## src/rrts_pkg.sv

```systemverilog
// Shared types and codes for the round-robin thread scheduler.
// No dependencies; used by rrts_front, rrts_back and the top level.
package rrts_pkg;

	// request codes as they arrive on req_type
	localparam logic [3:0] REQ_ADD    = 4'd0;
	localparam logic [3:0] REQ_START  = 4'd1;
	localparam logic [3:0] REQ_YIELD  = 4'd2;
	localparam logic [3:0] REQ_YPEND  = 4'd3;
	localparam logic [3:0] REQ_BLOCK  = 4'd4;
	localparam logic [3:0] REQ_WAKE   = 4'd5;
	localparam logic [3:0] REQ_SLEEP  = 4'd6;
	localparam logic [3:0] REQ_FINISH = 4'd7;
	localparam logic [3:0] REQ_TICK   = 4'd8;

	// thread states held in the state table
	localparam logic [1:0] TS_WAITING  = 2'd0;
	localparam logic [1:0] TS_ACTIVE   = 2'd1;
	localparam logic [1:0] TS_BLOCKED  = 2'd2;
	localparam logic [1:0] TS_FINISHED = 2'd3;

	// result status codes
	localparam logic [1:0] STAT_OK   = 2'd0;
	localparam logic [1:0] STAT_FULL = 2'd1;
	localparam logic [1:0] STAT_BAD  = 2'd2;

	typedef enum logic [3:0] {
		OP_ADD,
		OP_START,
		OP_YIELD,
		OP_YPEND,
		OP_BLOCK,
		OP_WAKE,
		OP_SLEEP,
		OP_FINISH,
		OP_TICK,
		OP_BAD
	} op_t;

	typedef struct packed {
		op_t         op;
		logic        in_range;
		logic [3:0]  idx;
		logic [31:0] ticks;
	} cmd_t;

	typedef struct packed {
		logic [3:0] current_index;
		logic       idle_running;
		logic       switched;
		logic       reschedule_pending;
		logic [3:0] added_index;
		logic [1:0] status;
	} res_t;

	typedef enum logic [2:0] {
		B_IDLE,
		B_WAKE_CHK,
		B_SCAN,
		B_YUPD_OLD,
		B_YUPD_NEW,
		B_DONE
	} bstate_t;

endpackage

```

## src/rrts_ram.sv

```systemverilog
// Generic single-write, single-read RAM with registered read data.
// No dependencies.
module rrts_ram #(
	parameter int WIDTH = 8,
	parameter int DEPTH = 16
) (
	input  logic                     clk,
	input  logic                     we,
	input  logic [$clog2(DEPTH)-1:0] waddr,
	input  logic [WIDTH-1:0]         wdata,
	input  logic [$clog2(DEPTH)-1:0] raddr,
	output logic [WIDTH-1:0]         rdata
);

	logic [WIDTH-1:0] mem_q [DEPTH];

	always_ff @(posedge clk) begin
		if (we) begin
			mem_q[waddr] <= wdata;
		end
		rdata <= mem_q[raddr];
	end

endmodule

```

## src/rrts_front.sv

```systemverilog
// Front end: accepts requests, decodes them into commands and holds them
// in a two-entry queue for the back end. Depends on rrts_pkg.
module rrts_front #(
	parameter int MAX_THREADS = 16
) (
	input  logic               clk,
	input  logic               arst_n,
	input  logic               push,
	output logic               full,
	input  logic [3:0]         req_type,
	input  logic [3:0]         thread_index,
	input  logic [31:0]        sleep_ticks,
	output logic               cmd_valid,
	output rrts_pkg::cmd_t     cmd,
	input  logic               cmd_pop
);

	localparam int AW = $clog2(MAX_THREADS);
	localparam logic [1:0] QDEPTH = 2'd2;

	rrts_pkg::cmd_t  dec;
	rrts_pkg::cmd_t  mem_q [2];
	logic            wr_ptr_q;
	logic            rd_ptr_q;
	logic [1:0]      cnt_q;
	logic [AW+3:0]   idx_w;
	logic            do_push;
	logic            do_pop;

	assign idx_w = {{AW{1'b0}}, thread_index};

	always_comb begin
		dec.in_range = idx_w < (AW+4)'(MAX_THREADS);
		dec.idx      = thread_index;
		dec.ticks    = sleep_ticks;
		case (req_type)
			rrts_pkg::REQ_ADD:    dec.op = rrts_pkg::OP_ADD;
			rrts_pkg::REQ_START:  dec.op = rrts_pkg::OP_START;
			rrts_pkg::REQ_YIELD:  dec.op = rrts_pkg::OP_YIELD;
			rrts_pkg::REQ_YPEND:  dec.op = rrts_pkg::OP_YPEND;
			rrts_pkg::REQ_BLOCK:  dec.op = rrts_pkg::OP_BLOCK;
			rrts_pkg::REQ_WAKE:   dec.op = rrts_pkg::OP_WAKE;
			rrts_pkg::REQ_SLEEP:  dec.op = rrts_pkg::OP_SLEEP;
			rrts_pkg::REQ_FINISH: dec.op = rrts_pkg::OP_FINISH;
			rrts_pkg::REQ_TICK:   dec.op = rrts_pkg::OP_TICK;
			default:              dec.op = rrts_pkg::OP_BAD;
		endcase
	end

	assign full      = cnt_q == QDEPTH;
	assign cmd_valid = cnt_q != 2'd0;
	assign cmd       = mem_q[rd_ptr_q];
	assign do_push   = push && !full;
	assign do_pop    = cmd_pop && cmd_valid;

	always_ff @(posedge clk) begin
		if (do_push) begin
			mem_q[wr_ptr_q] <= dec;
		end
	end

	always_ff @(posedge clk or negedge arst_n) begin
		if (!arst_n) begin
			wr_ptr_q <= 1'b0;
			rd_ptr_q <= 1'b0;
			cnt_q    <= 2'd0;
		end else begin
			if (do_push) begin
				wr_ptr_q <= !wr_ptr_q;
			end
			if (do_pop) begin
				rd_ptr_q <= !rd_ptr_q;
			end
			if (do_push && !do_pop) begin
				cnt_q <= cnt_q + 2'd1;
			end else if (do_pop && !do_push) begin
				cnt_q <= cnt_q - 2'd1;
			end
		end
	end

endmodule

```

## src/rrts_back.sv

```systemverilog
// Back end: sequencer that carries out commands against the thread state
// and wake time tables and fills the result register.
// Depends on rrts_pkg and rrts_ram.
module rrts_back #(
	parameter int MAX_THREADS = 16,
	parameter int TICK_BITS   = 32
) (
	input  logic               clk,
	input  logic               arst_n,
	input  logic               cmd_valid,
	input  rrts_pkg::cmd_t     cmd,
	output logic               cmd_pop,
	output logic               res_valid,
	output rrts_pkg::res_t     res,
	input  logic               res_pop
);

	localparam int AW = $clog2(MAX_THREADS);
	localparam int CW = $clog2(MAX_THREADS + 1);
	localparam int TB = TICK_BITS;

	rrts_pkg::bstate_t state_q, state_d;

	logic [CW-1:0] count_q, count_d;
	logic [AW-1:0] running_q, running_d;
	logic          on_idle_q, on_idle_d;
	logic          started_q, started_d;
	logic          resched_q, resched_d;
	logic [TB-1:0] tick_q, tick_d;

	logic          tick_scan_q, tick_scan_d;
	logic [AW-1:0] tgt_q, tgt_d;
	logic [AW-1:0] scan_addr_q, scan_addr_d;
	logic [CW-1:0] scan_cnt_q, scan_cnt_d;
	logic          rd_vld_s1, rd_vld_d;
	logic [AW-1:0] rd_addr_s1, rd_addr_d;
	logic          found_q, found_d;
	logic [AW-1:0] pick_q, pick_d;
	logic [AW-1:0] old_q, old_d;
	logic          was_idle_q, was_idle_d;
	logic          old_act_q, old_act_d;
	logic          sw_q, sw_d;
	logic [3:0]    added_q, added_d;
	logic [1:0]    status_q, status_d;

	logic           res_valid_q;
	rrts_pkg::res_t res_q;
	logic           res_load;

	logic          st_we;
	logic [AW-1:0] st_waddr;
	logic [1:0]    st_wdata;
	logic [1:0]    st_rdata;
	logic          wk_we;
	logic [AW-1:0] wk_waddr;
	logic [TB-1:0] wk_wdata;
	logic [TB-1:0] wk_rdata;
	logic [AW-1:0] raddr;

	logic [AW+3:0] idx_w;
	logic [AW-1:0] tgt_idx;
	logic          tgt_ok;
	logic [AW+3:0] cnt_w;
	logic [AW+3:0] run_w;
	logic [TB+31:0] ticks_w;
	logic [TB-1:0] wake_sum;
	logic [AW-1:0] first_addr;
	logic          yield_go;
	logic          tick_go;
	logic          rd_used;

	rrts_ram #(.WIDTH(2), .DEPTH(MAX_THREADS)) u_state_ram (
		.clk   (clk),
		.we    (st_we),
		.waddr (st_waddr),
		.wdata (st_wdata),
		.raddr (raddr),
		.rdata (st_rdata)
	);

	rrts_ram #(.WIDTH(TB), .DEPTH(MAX_THREADS)) u_wake_ram (
		.clk   (clk),
		.we    (wk_we),
		.waddr (wk_waddr),
		.wdata (wk_wdata),
		.raddr (raddr),
		.rdata (wk_rdata)
	);

	// entries are handed out in order, so an entry is in use below the count
	assign idx_w    = {{AW{1'b0}}, cmd.idx};
	assign tgt_idx  = idx_w[AW-1:0];
	assign tgt_ok   = cmd.in_range && (CW'(tgt_idx) < count_q);
	assign cnt_w    = {4'b0, count_q[AW-1:0]};
	assign run_w    = {4'b0, running_q};
	assign ticks_w  = {{TB{1'b0}}, cmd.ticks};
	assign wake_sum = tick_q + ticks_w[TB-1:0];
	assign rd_used  = CW'(rd_addr_s1) < count_q;

	assign first_addr = on_idle_q ? '0 :
		((running_q == AW'(MAX_THREADS - 1)) ? '0 : running_q + AW'(1));

	always_comb begin
		state_d      = state_q;
		count_d      = count_q;
		running_d    = running_q;
		on_idle_d    = on_idle_q;
		started_d    = started_q;
		resched_d    = resched_q;
		tick_d       = tick_q;
		tick_scan_d  = tick_scan_q;
		tgt_d        = tgt_q;
		scan_addr_d  = scan_addr_q;
		scan_cnt_d   = scan_cnt_q;
		rd_vld_d     = 1'b0;
		rd_addr_d    = rd_addr_s1;
		found_d      = found_q;
		pick_d       = pick_q;
		old_d        = old_q;
		was_idle_d   = was_idle_q;
		old_act_d    = old_act_q;
		sw_d         = sw_q;
		added_d      = added_q;
		status_d     = status_q;
		cmd_pop      = 1'b0;
		res_load     = 1'b0;
		st_we        = 1'b0;
		st_waddr     = '0;
		st_wdata     = rrts_pkg::TS_WAITING;
		wk_we        = 1'b0;
		wk_waddr     = '0;
		wk_wdata     = '0;
		raddr        = scan_addr_q;
		yield_go     = 1'b0;
		tick_go      = 1'b0;

		case (state_q)
			rrts_pkg::B_IDLE: begin
				if (cmd_valid) begin
					cmd_pop  = 1'b1;
					sw_d     = 1'b0;
					added_d  = 4'd0;
					status_d = rrts_pkg::STAT_OK;
					state_d  = rrts_pkg::B_DONE;
					case (cmd.op)
						rrts_pkg::OP_ADD: begin
							if (count_q == CW'(MAX_THREADS)) begin
								status_d = rrts_pkg::STAT_FULL;
							end else begin
								st_we    = 1'b1;
								st_waddr = count_q[AW-1:0];
								st_wdata = rrts_pkg::TS_WAITING;
								wk_we    = 1'b1;
								wk_waddr = count_q[AW-1:0];
								wk_wdata = '0;
								count_d  = count_q + CW'(1);
								added_d  = cnt_w[3:0];
							end
						end
						rrts_pkg::OP_START: begin
							if (started_q || count_q == '0) begin
								status_d = rrts_pkg::STAT_BAD;
							end else begin
								started_d = 1'b1;
								running_d = '0;
								on_idle_d = 1'b0;
								st_we     = 1'b1;
								st_waddr  = '0;
								st_wdata  = rrts_pkg::TS_ACTIVE;
								sw_d      = 1'b1;
							end
						end
						rrts_pkg::OP_YIELD: begin
							if (!started_q) begin
								status_d = rrts_pkg::STAT_BAD;
							end else begin
								yield_go = 1'b1;
							end
						end
						rrts_pkg::OP_YPEND: begin
							if (!resched_q) begin
								status_d = rrts_pkg::STAT_BAD;
							end else begin
								resched_d = 1'b0;
								yield_go  = started_q;
							end
						end
						rrts_pkg::OP_BLOCK: begin
							if (!tgt_ok) begin
								status_d = rrts_pkg::STAT_BAD;
							end else begin
								st_we    = 1'b1;
								st_waddr = tgt_idx;
								st_wdata = rrts_pkg::TS_BLOCKED;
								yield_go = started_q;
							end
						end
						rrts_pkg::OP_WAKE: begin
							if (!tgt_ok) begin
								status_d = rrts_pkg::STAT_BAD;
							end else begin
								raddr   = tgt_idx;
								tgt_d   = tgt_idx;
								state_d = rrts_pkg::B_WAKE_CHK;
							end
						end
						rrts_pkg::OP_SLEEP, rrts_pkg::OP_FINISH: begin
							if (!started_q || on_idle_q) begin
								status_d = rrts_pkg::STAT_BAD;
							end else begin
								st_we    = 1'b1;
								st_waddr = running_q;
								if (cmd.op == rrts_pkg::OP_SLEEP) begin
									st_wdata = rrts_pkg::TS_BLOCKED;
									wk_we    = 1'b1;
									wk_waddr = running_q;
									wk_wdata = wake_sum;
								end else begin
									st_wdata = rrts_pkg::TS_FINISHED;
								end
								yield_go = 1'b1;
							end
						end
						rrts_pkg::OP_TICK: begin
							tick_d  = tick_q + TB'(1);
							tick_go = 1'b1;
						end
						default: begin
							status_d = rrts_pkg::STAT_BAD;
						end
					endcase
				end
			end

			rrts_pkg::B_WAKE_CHK: begin
				if (st_rdata == rrts_pkg::TS_BLOCKED) begin
					st_we    = 1'b1;
					st_waddr = tgt_q;
					st_wdata = rrts_pkg::TS_WAITING;
				end else begin
					status_d = rrts_pkg::STAT_BAD;
				end
				state_d = rrts_pkg::B_DONE;
			end

			rrts_pkg::B_SCAN: begin
				// issue one read a cycle; the returned entry is handled in the next cycle
				if (scan_cnt_q != CW'(MAX_THREADS)) begin
					raddr       = scan_addr_q;
					rd_vld_d    = 1'b1;
					rd_addr_d   = scan_addr_q;
					scan_cnt_d  = scan_cnt_q + CW'(1);
					scan_addr_d = (scan_addr_q == AW'(MAX_THREADS - 1)) ? '0 :
						scan_addr_q + AW'(1);
				end
				if (rd_vld_s1) begin
					if (tick_scan_q) begin
						if (rd_used && st_rdata == rrts_pkg::TS_BLOCKED &&
							wk_rdata != '0 && tick_q >= wk_rdata) begin
							st_we     = 1'b1;
							st_waddr  = rd_addr_s1;
							st_wdata  = rrts_pkg::TS_WAITING;
							wk_we     = 1'b1;
							wk_waddr  = rd_addr_s1;
							wk_wdata  = '0;
							resched_d = 1'b1;
						end
					end else begin
						if (rd_used && st_rdata == rrts_pkg::TS_WAITING && !found_q) begin
							found_d = 1'b1;
							pick_d  = rd_addr_s1;
						end
						if (rd_addr_s1 == old_q && st_rdata == rrts_pkg::TS_ACTIVE) begin
							old_act_d = 1'b1;
						end
					end
				end
				if (scan_cnt_q == CW'(MAX_THREADS) && !rd_vld_s1) begin
					state_d = tick_scan_q ? rrts_pkg::B_DONE : rrts_pkg::B_YUPD_OLD;
				end
			end

			rrts_pkg::B_YUPD_OLD: begin
				// a yielding active thread goes back to waiting
				if (!was_idle_q && old_act_q) begin
					st_we    = 1'b1;
					st_waddr = old_q;
					st_wdata = rrts_pkg::TS_WAITING;
				end
				state_d = rrts_pkg::B_YUPD_NEW;
			end

			rrts_pkg::B_YUPD_NEW: begin
				if (found_q) begin
					st_we     = 1'b1;
					st_waddr  = pick_q;
					st_wdata  = rrts_pkg::TS_ACTIVE;
					running_d = pick_q;
					on_idle_d = 1'b0;
					sw_d      = was_idle_q || (pick_q != old_q);
				end else begin
					on_idle_d = 1'b1;
					sw_d      = !was_idle_q;
				end
				state_d = rrts_pkg::B_DONE;
			end

			rrts_pkg::B_DONE: begin
				if (!res_valid_q || res_pop) begin
					res_load = 1'b1;
					state_d  = rrts_pkg::B_IDLE;
				end
			end

			default: begin
				state_d = rrts_pkg::B_IDLE;
			end
		endcase

		if (yield_go) begin
			scan_addr_d = first_addr;
			scan_cnt_d  = '0;
			found_d     = 1'b0;
			old_act_d   = 1'b0;
			was_idle_d  = on_idle_q;
			old_d       = running_q;
			tick_scan_d = 1'b0;
			state_d     = rrts_pkg::B_SCAN;
		end
		if (tick_go) begin
			scan_addr_d = '0;
			scan_cnt_d  = '0;
			tick_scan_d = 1'b1;
			state_d     = rrts_pkg::B_SCAN;
		end
	end

	always_ff @(posedge clk or negedge arst_n) begin
		if (!arst_n) begin
			state_q <= rrts_pkg::B_IDLE;
		end else begin
			state_q <= state_d;
		end
	end

	always_ff @(posedge clk or negedge arst_n) begin
		if (!arst_n) begin
			count_q     <= '0;
			running_q   <= '0;
			on_idle_q   <= 1'b1;
			started_q   <= 1'b0;
			resched_q   <= 1'b0;
			tick_q      <= '0;
			rd_vld_s1   <= 1'b0;
			res_valid_q <= 1'b0;
		end else begin
			count_q     <= count_d;
			running_q   <= running_d;
			on_idle_q   <= on_idle_d;
			started_q   <= started_d;
			resched_q   <= resched_d;
			tick_q      <= tick_d;
			rd_vld_s1   <= rd_vld_d;
			if (res_load) begin
				res_valid_q <= 1'b1;
			end else if (res_pop) begin
				res_valid_q <= 1'b0;
			end
		end
	end

	always_ff @(posedge clk) begin
		tick_scan_q <= tick_scan_d;
		tgt_q       <= tgt_d;
		scan_addr_q <= scan_addr_d;
		scan_cnt_q  <= scan_cnt_d;
		rd_addr_s1  <= rd_addr_d;
		found_q     <= found_d;
		pick_q      <= pick_d;
		old_q       <= old_d;
		was_idle_q  <= was_idle_d;
		old_act_q   <= old_act_d;
		sw_q        <= sw_d;
		added_q     <= added_d;
		status_q    <= status_d;
		if (res_load) begin
			res_q.current_index      <= on_idle_q ? 4'd0 : run_w[3:0];
			res_q.idle_running       <= on_idle_q;
			res_q.switched           <= sw_q;
			res_q.reschedule_pending <= resched_q;
			res_q.added_index        <= added_q;
			res_q.status             <= status_q;
		end
	end

	assign res_valid = res_valid_q;
	assign res       = res_q;

endmodule

```

## src/round_robin_thread_scheduler.sv

```systemverilog
// Top level of the round-robin thread scheduler with sleep timers.
// Depends on rrts_pkg, rrts_front, rrts_back (and rrts_ram through it).
//
//   Channel   Handshake           Fields
//   request   push / full         req_type, thread_index, sleep_ticks
//   result    empty / pop         current_index, idle_running, switched,
//                                 reschedule_pending, added_index, status
//
// Add, start, bad requests and failed checks other than wake's go straight to
// the result; wake first reads the target's state. Yield, yield-if-pending,
// block, sleep and finish walk the whole state table one entry a cycle once
// started. A tick walks both tables the same way; the two tables share one
// read address. Reset is asynchronous and needs no clearing pass. The
// two-entry request queue keeps taking transfers while a result waits to be
// popped.
module round_robin_thread_scheduler #(
	parameter int MAX_THREADS = 16,
	parameter int TICK_BITS   = 32
) (
	input  logic        clk,
	input  logic        arst_n,
	input  logic        push,
	output logic        full,
	input  logic [3:0]  req_type,
	input  logic [3:0]  thread_index,
	input  logic [31:0] sleep_ticks,
	output logic        empty,
	input  logic        pop,
	output logic [3:0]  current_index,
	output logic        idle_running,
	output logic        switched,
	output logic        reschedule_pending,
	output logic [3:0]  added_index,
	output logic [1:0]  status
);

	logic           cmd_valid;
	rrts_pkg::cmd_t cmd;
	logic           cmd_pop;
	logic           res_valid;
	rrts_pkg::res_t res;

	rrts_front #(.MAX_THREADS(MAX_THREADS)) u_front (
		.clk          (clk),
		.arst_n       (arst_n),
		.push         (push),
		.full         (full),
		.req_type     (req_type),
		.thread_index (thread_index),
		.sleep_ticks  (sleep_ticks),
		.cmd_valid    (cmd_valid),
		.cmd          (cmd),
		.cmd_pop      (cmd_pop)
	);

	rrts_back #(
		.MAX_THREADS (MAX_THREADS),
		.TICK_BITS   (TICK_BITS)
	) u_back (
		.clk       (clk),
		.arst_n    (arst_n),
		.cmd_valid (cmd_valid),
		.cmd       (cmd),
		.cmd_pop   (cmd_pop),
		.res_valid (res_valid),
		.res       (res),
		.res_pop   (pop)
	);

	assign empty              = !res_valid;
	assign current_index      = res.current_index;
	assign idle_running       = res.idle_running;
	assign switched           = res.switched;
	assign reschedule_pending = res.reschedule_pending;
	assign added_index        = res.added_index;
	assign status             = res.status;

endmodule
```

## config.mk

```make
export PLATFORM = sky130hd
export DESIGN_NAME = round_robin_thread_scheduler
export DESIGN_NICKNAME = d
export VERILOG_FILES = /design/src/rrts_pkg.sv /design/src/rrts_ram.sv /design/src/rrts_front.sv /design/src/rrts_back.sv /design/src/round_robin_thread_scheduler.sv
export SDC_FILE = /design/constraint.sdc
export NUM_CORES = 1
export LEC_CHECK = 0
export BUFFER_PORTS_ARGS = -buffer_cell sky130_fd_sc_hd__buf_2
export CAP_MARGIN = 20
export CORE_UTILIZATION = 36
export CTS_BUF_LIST = sky130_fd_sc_hd__clkbuf_2 sky130_fd_sc_hd__clkbuf_4 sky130_fd_sc_hd__clkbuf_8
export CTS_CLUSTER_SIZE = 10
export DETAILED_ROUTE_END_ITERATION = 8
export GPL_TIMING_DRIVEN = 0
export PLACE_DENSITY = 0.63
export SLEW_MARGIN = 30
export SYNTH_ARGS = -nofsm -noshare
export SYNTH_HDL_FRONTEND = slang
export SYNTH_SLANG_ARGS = --single-unit
```

## constraint.sdc

```tcl
create_clock -name clk -period 4.5 [get_ports clk]
set_input_delay 1.35 -clock clk [delete_from_list [all_inputs] [get_ports clk]]
set_output_delay 1.35 -clock clk [all_outputs]
set_load 0.01 [all_outputs]
```

Word level (Yosys, flattened, before mapping)
Memory sizes are Yosys's and may differ from the RTL's. A register that Yosys moved wholly into a read port is not among the register bits.
Index checks and enable logic that the tools add are counted.
{"block": "totals", "mem_bits_rw": 626, "memories": 4, "rom_bits": 64, "word_cells": 266, "input_bits": 44, "regBits": 102, "output_inout_bits": 15}
{"block": "classes", "n_addsub": 8, "n_bitwise": 3, "eq_ne": 35, "magnitude_cmp": 4, "reduce_logical": 59, "muxes": 122}
{"name": "u_back.u_wake_ram.mem_q", "depth": 16, "width": 32, "read_ports": 1, "rd_clocked_by_memory_dff": 1, "wr": 1, "line_no": "rrts_ram.sv:15", "rtl": "logic [WIDTH-1:0] mem_q [DEPTH];"}
{"name": "u_front.mem_q", "depth": 2, "width": 41, "read_ports": 1, "rd_clocked_by_memory_dff": 0, "wr": 1, "line_no": "rrts_front.sv:22", "rtl": "rrts_pkg::cmd_t mem_q [2];"}
{"name": "(no name shown)", "depth": 16, "width": 4, "read_ports": 1, "rd_clocked_by_memory_dff": 0, "wr": 0, "line_no": "rrts_front.sv:36", "rtl": "case (req_type)"}
{"name": "u_back.u_state_ram.mem_q", "depth": 16, "width": 2, "read_ports": 1, "rd_clocked_by_memory_dff": 1, "wr": 1, "line_no": "rrts_ram.sv:15"}
{"op": "$mux 32", "n": 5}
{"op": "$mux 4", "n": 27}
{"op": "$mux 1", "n": 52}
{"op": "$add 32x1->32 const B", "n": 1}
{"op": "$add 32x32->32", "n": 1}
{"op": "$ge 32x32->1", "n": 1}
{"op": "$reduce_bool 32->1", "n": 1}
{"op": "$mux 2", "n": 12}
{"op": "$mux 3", "n": 8}
{"op": "$pmux 4 s2", "n": 3}
{"op": "$reduce_and 4->1", "n": 6}
{"op": "$pmux 4 s5", "n": 1}
{"op": "$eq 4x3->1 const B", "n": 4}
{"op": "$reduce_bool 2->1", "n": 8}
{"op": "$pmux 3 s5", "n": 1}
{"op": "$pmux 2 s7", "n": 1}
{"op": "$logic_and 1x1->1", "n": 13}
{"op": "$eq 4x4->1 const B", "n": 3}
{"op": "$pmux 4 s3", "n": 1}
{"op": "$add 5x1->5 const B", "n": 2}
{"op": "$eq 5x5->1 const B", "n": 2}
{"op": "$logic_not 1->1", "n": 10}
{"op": "$lt 4x5->1", "n": 2}
{"op": "$ne 2x2->1 const B", "n": 5}
{"op": "33 further kinds", "n": 61}

Depth between registers and ports, before layout
{"block": "logic_depth", "ltp_word": 10, "depth_mapped": 15, "ltp_nobuf": 12}

Hierarchy
Synthesis repeated with hierarchy kept, for this count alone.
{"block": "hier_totals", "cells_unflattened": 1910, "hier_area_um2": 32074.5}
{"module": "rrts_ram (u_back.u_wake_ram)", "area_each_um2": 19835.3, "seq_area_each_um2": 16015.4, "cells_per_inst": 838, "n_inst": 1}
{"module": "rrts_back", "area_each_um2": 7529.7, "seq_area_each_um2": 2578.7, "cells_per_inst": 843, "n_inst": 1}
{"module": "rrts_front", "area_each_um2": 3325.7, "seq_area_each_um2": 2502.4, "cells_per_inst": 150, "n_inst": 1}
{"module": "rrts_ram (u_back.u_state_ram)", "area_each_um2": 1380.1, "seq_area_each_um2": 1001.0, "cells_per_inst": 78, "n_inst": 1}
{"module": "round_robin_thread_scheduler", "area_each_um2": 3.8, "seq_area_each_um2": 0.0, "cells_per_inst": 1, "n_inst": 1}

Worst setup path after synthesis
OpenSTA, ideal clock, no wires.
{"block": "synth_timing", "path_kind": "register to register", "startpoint": "register u_front.rd_ptr_q", "endpoint": "memory u_back.u_wake_ram.mem_q[0][22] (netlist bit) (data pin)", "t_required_ns": 4.165, "path_slack_ns": 0.055, "stages_incl_launch_ff": 13, "path_buffers": 3, "period_less_slack_ns": 4.445, "setup_ns": 0.335, "t_arrival_ns": 4.110, "path_cell_list": "dfrtp_1 > buf_4 > buf_4 > clkbuf_1 > mux2_2 > ha_1 > a211o_1 > a21oi_1 > o21ai_0 > a2111oi_2 > nor2_1 > o21ai_0 > nor3b_1"}
{"block": "synth_via", "elab_chain_len": 7, "word_cells_on_any_way": 10, "cone_classes": "add/sub (1); eq/ne (2); mux (5); reduce/logical (1); memory (1)"}
{"element": "start, declared", "line_no": "rrts_front.sv:24", "rtl": "logic rd_ptr_q;"}
{"element": "start signal, assigned", "line_no": "rrts_front.sv:72", "rtl": "rd_ptr_q <= !rd_ptr_q;"}
{"element": "$mem_v2 2x41 *"}
{"element": "$add 32x32->32 or $eq 4x3->1 (tied branches)", "line_no": "rrts_back.sv:97, rrts_back.sv:145, rrts_back.sv:213"}
{"element": "$mux 32", "line_no": "rrts_back.sv:213", "rtl": "if (cmd.op == rrts_pkg::OP_SLEEP) begin"}
{"element": "$mux 32", "line_no": "rrts_back.sv:208", "rtl": "if (!started_q || on_idle_q) begin"}
{"element": "$mux 32 *"}
{"element": "$mux 32 *", "line_no": "rrts_back.sv:139", "rtl": "if (cmd_valid) begin"}
{"element": "$mux 32 *"}
{"element": "via u_back.u_wake_ram.wdata[22]", "line_no": "rrts_ram.sv:10", "rtl": "input logic [WIDTH-1:0] wdata,"}
{"element": "end, declared", "line_no": "rrts_ram.sv:15"}
The timed path passes the listed nets; every way through them passes the cells marked *.

Final worst setup path
{"block": "layout_timing", "startpoint": "register u_front.rd_ptr_q", "endpoint": "memory u_back.u_wake_ram.mem_q[0][20] (netlist bit) (data pin)"}
The elaborated chain is that of the path after synthesis.

==> impl_metrics.toml <==
[synth]
ys_types = 83
yosysSeqAreaShare_pct = 68.51
syn_area_per_cell_um2 = 15.04
syn-num-nets = 2266
ys_warn_count = 0
synthCells = 2144
synth_edf_count = 661
syn_area_um2 = 32250
ys.flop_type = "edfxtp_1"
ys_seq_elements = 760
synthArstFlopShare_pct = 6.974

[cts]
clk_pin_slew_ns = 0.06
postCtsHoldBufs = 0
clk_latency_ns = 0.75
cts_max_level = 3
cts_sinks = 760
cts_root_buf = "clkbuf_8"
cts_tree = "yes"
cts_buffers = 114
cts_buffer_depth = 3

[floorplanning]
ios = 59
core-area_um2 = 88510
fp.dieArea_um2 = 90800
rows = 109
fp.dieH_um = 301.3
initial_core_util_pct = 36.44
die_x_um = 301.3

[placement]
hpwl_mm = 60.49
gp_congestion = 0.8535
dp_slack_ns = -1.044
numPortBuffers = 58

[power]
powerDensity_nw_per_um2 = 485.4
pwr-share-clk_pct = 31.6
leakage_nw = 15.56
p_int_w = 0.01275
p_sw_w = 0.005648
seq_power_share_pct = 46.3
peakVddDrop_v = 0.0002179
p_total_w = 0.01840
swShare_pct = 30.70
combPwrFrac_pct = 22.1

[setup_path]
crit_arrival_ns = 4.75
critPathCaptureType = "flip-flop"
crit_chain = "buf_8 > buf_6 > mux2_2 > ha_1 > fa_1 > a211o_1 > a21oi_2 > o21ai_2 > a2111oi_4 > buf_4 > buf_4 > o31ai_1 > xnor2_1 > nor2_2"
crit_top_cell = "buf_4"
startpoint_type = "flip-flop"
path_max_fanout = 16
required_ns = 4.90
crit_type = "reg -> reg"
cpPeakStageDelay_ns = 0.53
cpMaxStageDelayCell = "xnor2_1"

[global_route]
grt_pass1_vias = 19720
globalRouteTotalUtil_pct = 18.62
antenna_found_initial = 3
grt.overflow.total = 0
grt_max_degree = 54
grt_pass1_wl_mm = 124.4

[sta]
drv_slew = 0
period_minus_slack_ns = 4.345
setup_slack_ns = 0.1553
maxSlewHeadroom_pct = 34.07
fin_crit_sh_pct = 96.55
rsz0062_at_grt = "false"
clock.fmax_mhz = 230.2
hold_viol_final = 0
worstMarginPinSlew_ns = 0.9853
setup_viol = 0
worst_hold_slack_ns = 0.4280
fin_skew_ns = 0.04219

[final_layout]
ff_latch_area_um2 = 22100
drive_gt1_share_pct = 20.26
final_nets = 2493
nFillCells = 7812
area_growth_syn_to_layout_pct = 17.51
multiInputGateArea_um2 = 9877

[routing]
vias = 19500
drtIter0Drc = 1829
viasPerCell = 5.365
drtPass1Iterations = 8
routedWlPerCell_um = 23.47
wl_mm = 85.29
drcViolationCount = 12
antenna_left = 0

[status]
status = "complete, but fails checks"
failed_checks = "design-rule violations"

[hold_path]
hp-class = "reg -> reg"

[run]
cap_violations = 0
-- repair_timing --
action / CTS / global route
pin swaps: 4 / 10
gates resized for setup: 36 / 18
buffers inserted: 2 / 10
setup endpoints to repair: 360 / 386
-- flip-flops by register name, indices dropped and copies added (netlist names), 2 cells and up --
register,flops
u_back.res,13
u_back.running_q,4
u_back.tgt_q,4
u_back.scan_cnt_q,5
u_back.status_q,2
u_back.count_q,5
u_back.pick_q,4
u_back.old_q,4
u_front.cnt_q,2
u_back.u_wake_ram.rdata,32
u_back.tick_q,32
u_back.state_q,3
u_back.u_state_ram.rdata,2
u_back.u_state_ram.mem_q,32
u_back.rd_addr_s1,4
u_back.u_wake_ram.mem_q,512
u_back.added_q,4
u_back.scan_addr_q,4
u_front.mem_q,80
-- cells in the mapped netlist, types with 20 or more instances --
library cell	count	area [µm²]
dfxtp_1	46	920.9
nor3_1	20	100.1
inv_1	68	255.2
nor2_1	115	431.7
dfrtp_1	52	1301
xnor2_1	47	411.6
nand2_1	66	247.7
mux2i_1	282	2823
nand3_1	34	170.2
edfxtp_1	661	19850
nand4_1	20	125.1
o21ai_0	40	200.2
ha_1	77	963.4
a21oi_1	48	240.2
or4_1	35	262.8
xor2_1	30	262.8
buf_2	38	190.2
o22ai_1	140	875.8
mux2_2	36	405.4
a21o_1	28	210.2
buf_4	23	172.7
-- layout by cell type (no fill, tap or decap), types with 20 or more instances in the layout --
cell,netlist,routed
inv_1,68,68
mux2_2,36,36
a21oi_1,48,43
or4_1,35,35
nand2_1,66,66
nor2_4,2,21
dfrtp_1,52,51
buf_2,38,95
clkinv_1,0,28
nor2_1,115,80
dfxtp_1,46,46
edfxtp_1,661,661
buf_4,23,37
clkinv_2,1,25
nand3_1,34,33
o22ai_1,140,140
buf_16,0,32
xnor2_1,47,44
clkbuf_8,0,120
clkbuf_4,0,27
nand4_1,20,20
ha_1,77,77
mux2i_1,282,279
a21o_1,28,28
o21ai_0,40,37
xor2_1,30,28
-- stage by stage --
stage	cell area (µm²)	utilization (%)	cells	setup TNS (ns)
3_5_place_dp	35190	39.76	3407	-186.82
3_3_place_gp	34000	38.42	3367	-1538.21
5_1_grt	37900	42.82	3634	0
6_report	37900	42.82	3634	0
4_1_cts	37720	42.61	3622	0
2_1_floorplan	32250	-	2144	0
-- area by class of cell --
| cell class | count | area share [%] |
|---|---|---|
| Timing Repair Buffer | 111 | 3.575 |
| Buffer | 84 | 1.278 |
| Inverter | 69 | 0.6866 |
| Tap cell | 1165 | 3.846 |
| Antenna cell | 1 | 0.006602 |
| Clock buffer | 146 | 4.872 |
| Multi-Input combinational cell | 1231 | 26.06 |
| Sequential cell | 760 | 58.30 |
| Clock inverter | 67 | 1.373 |
-- worst max-delay path, delay by kind of cell, from the launching register on --
| family | cells | cell delay [ns] |
|---|---|---|
| adders and majority gates | 2 | 0.69 |
| xor gates and xnor gates | 1 | 0.53 |
| DFF | 1 | 0.40 |
| muxes | 1 | 0.36 |
| AOI/OAI and AO/OA | 5 | 1.08 |
| and+or+nand+nor | 1 | 0.25 |
| buffers and inverters | 4 | 0.69 |
-- per-layer routing --
| layer | up-vias | track usage, % | routed length [µm] |
|---|---|---|---|
| met1 | 9816 | 23.47 | 35020 |
| met3 | 150 | 3.746 | 6077 |
| li1 | 8821 | - | - |
| met4 | 0 | 6.611 | 2273 |
| met2 | 711 | 31.65 | 41920 |
| met5 | - | 0 | 0 |
-- worst paths after layout --
check	from	to	slack, ns	cells after the start
max	u_front.rd_ptr_q	u_back.u_wake_ram.mem_q[0][20]	0.16	14
min	u_back.added_q[2]	u_back.res[4]	0.43	0
max reg2reg	u_front.rd_ptr_q	u_back.u_wake_ram.mem_q[0][20]	0.16	14
min reg2reg	u_back.added_q[2]	u_back.res[4]	0.43	0
max in group asynchronous	arst_n	u_front.rd_ptr_q	3.28	1
min in group asynchronous	arst_n	u_back.running_q[0]	0.65	1
-- logic make-up (layout without fill, tap and decap cells) --
group / after synthesis / count (layout) / share of synthesized area (%)
mux: 319 / 319 / 10.05
simple gates: 403 / 403 / 6.699
xor+xnor: 77 / 77 / 2.091
flops: 760 / 760 / 68.51
fa+ha+maj: 78 / 78 / 3.049
other cells: 0 / 1 / 0
compound gates: 354 / 354 / 7.378
buf+inv: 153 / 477 / 2.223
-- power by group through the flow --
stage          sequential (W)  combinational (W)  clock (W)
2_1_floorplan         0.00849            0.00263          0
3_3_place_gp          0.00865            0.00384          0
3_5_place_dp          0.00865            0.00395          0
4_1_cts               0.00851            0.00404    0.00593
5_1_grt               0.00855            0.00438    0.00622
6_report              0.00851            0.00407    0.00582
(Power assumes the default switching activity.)
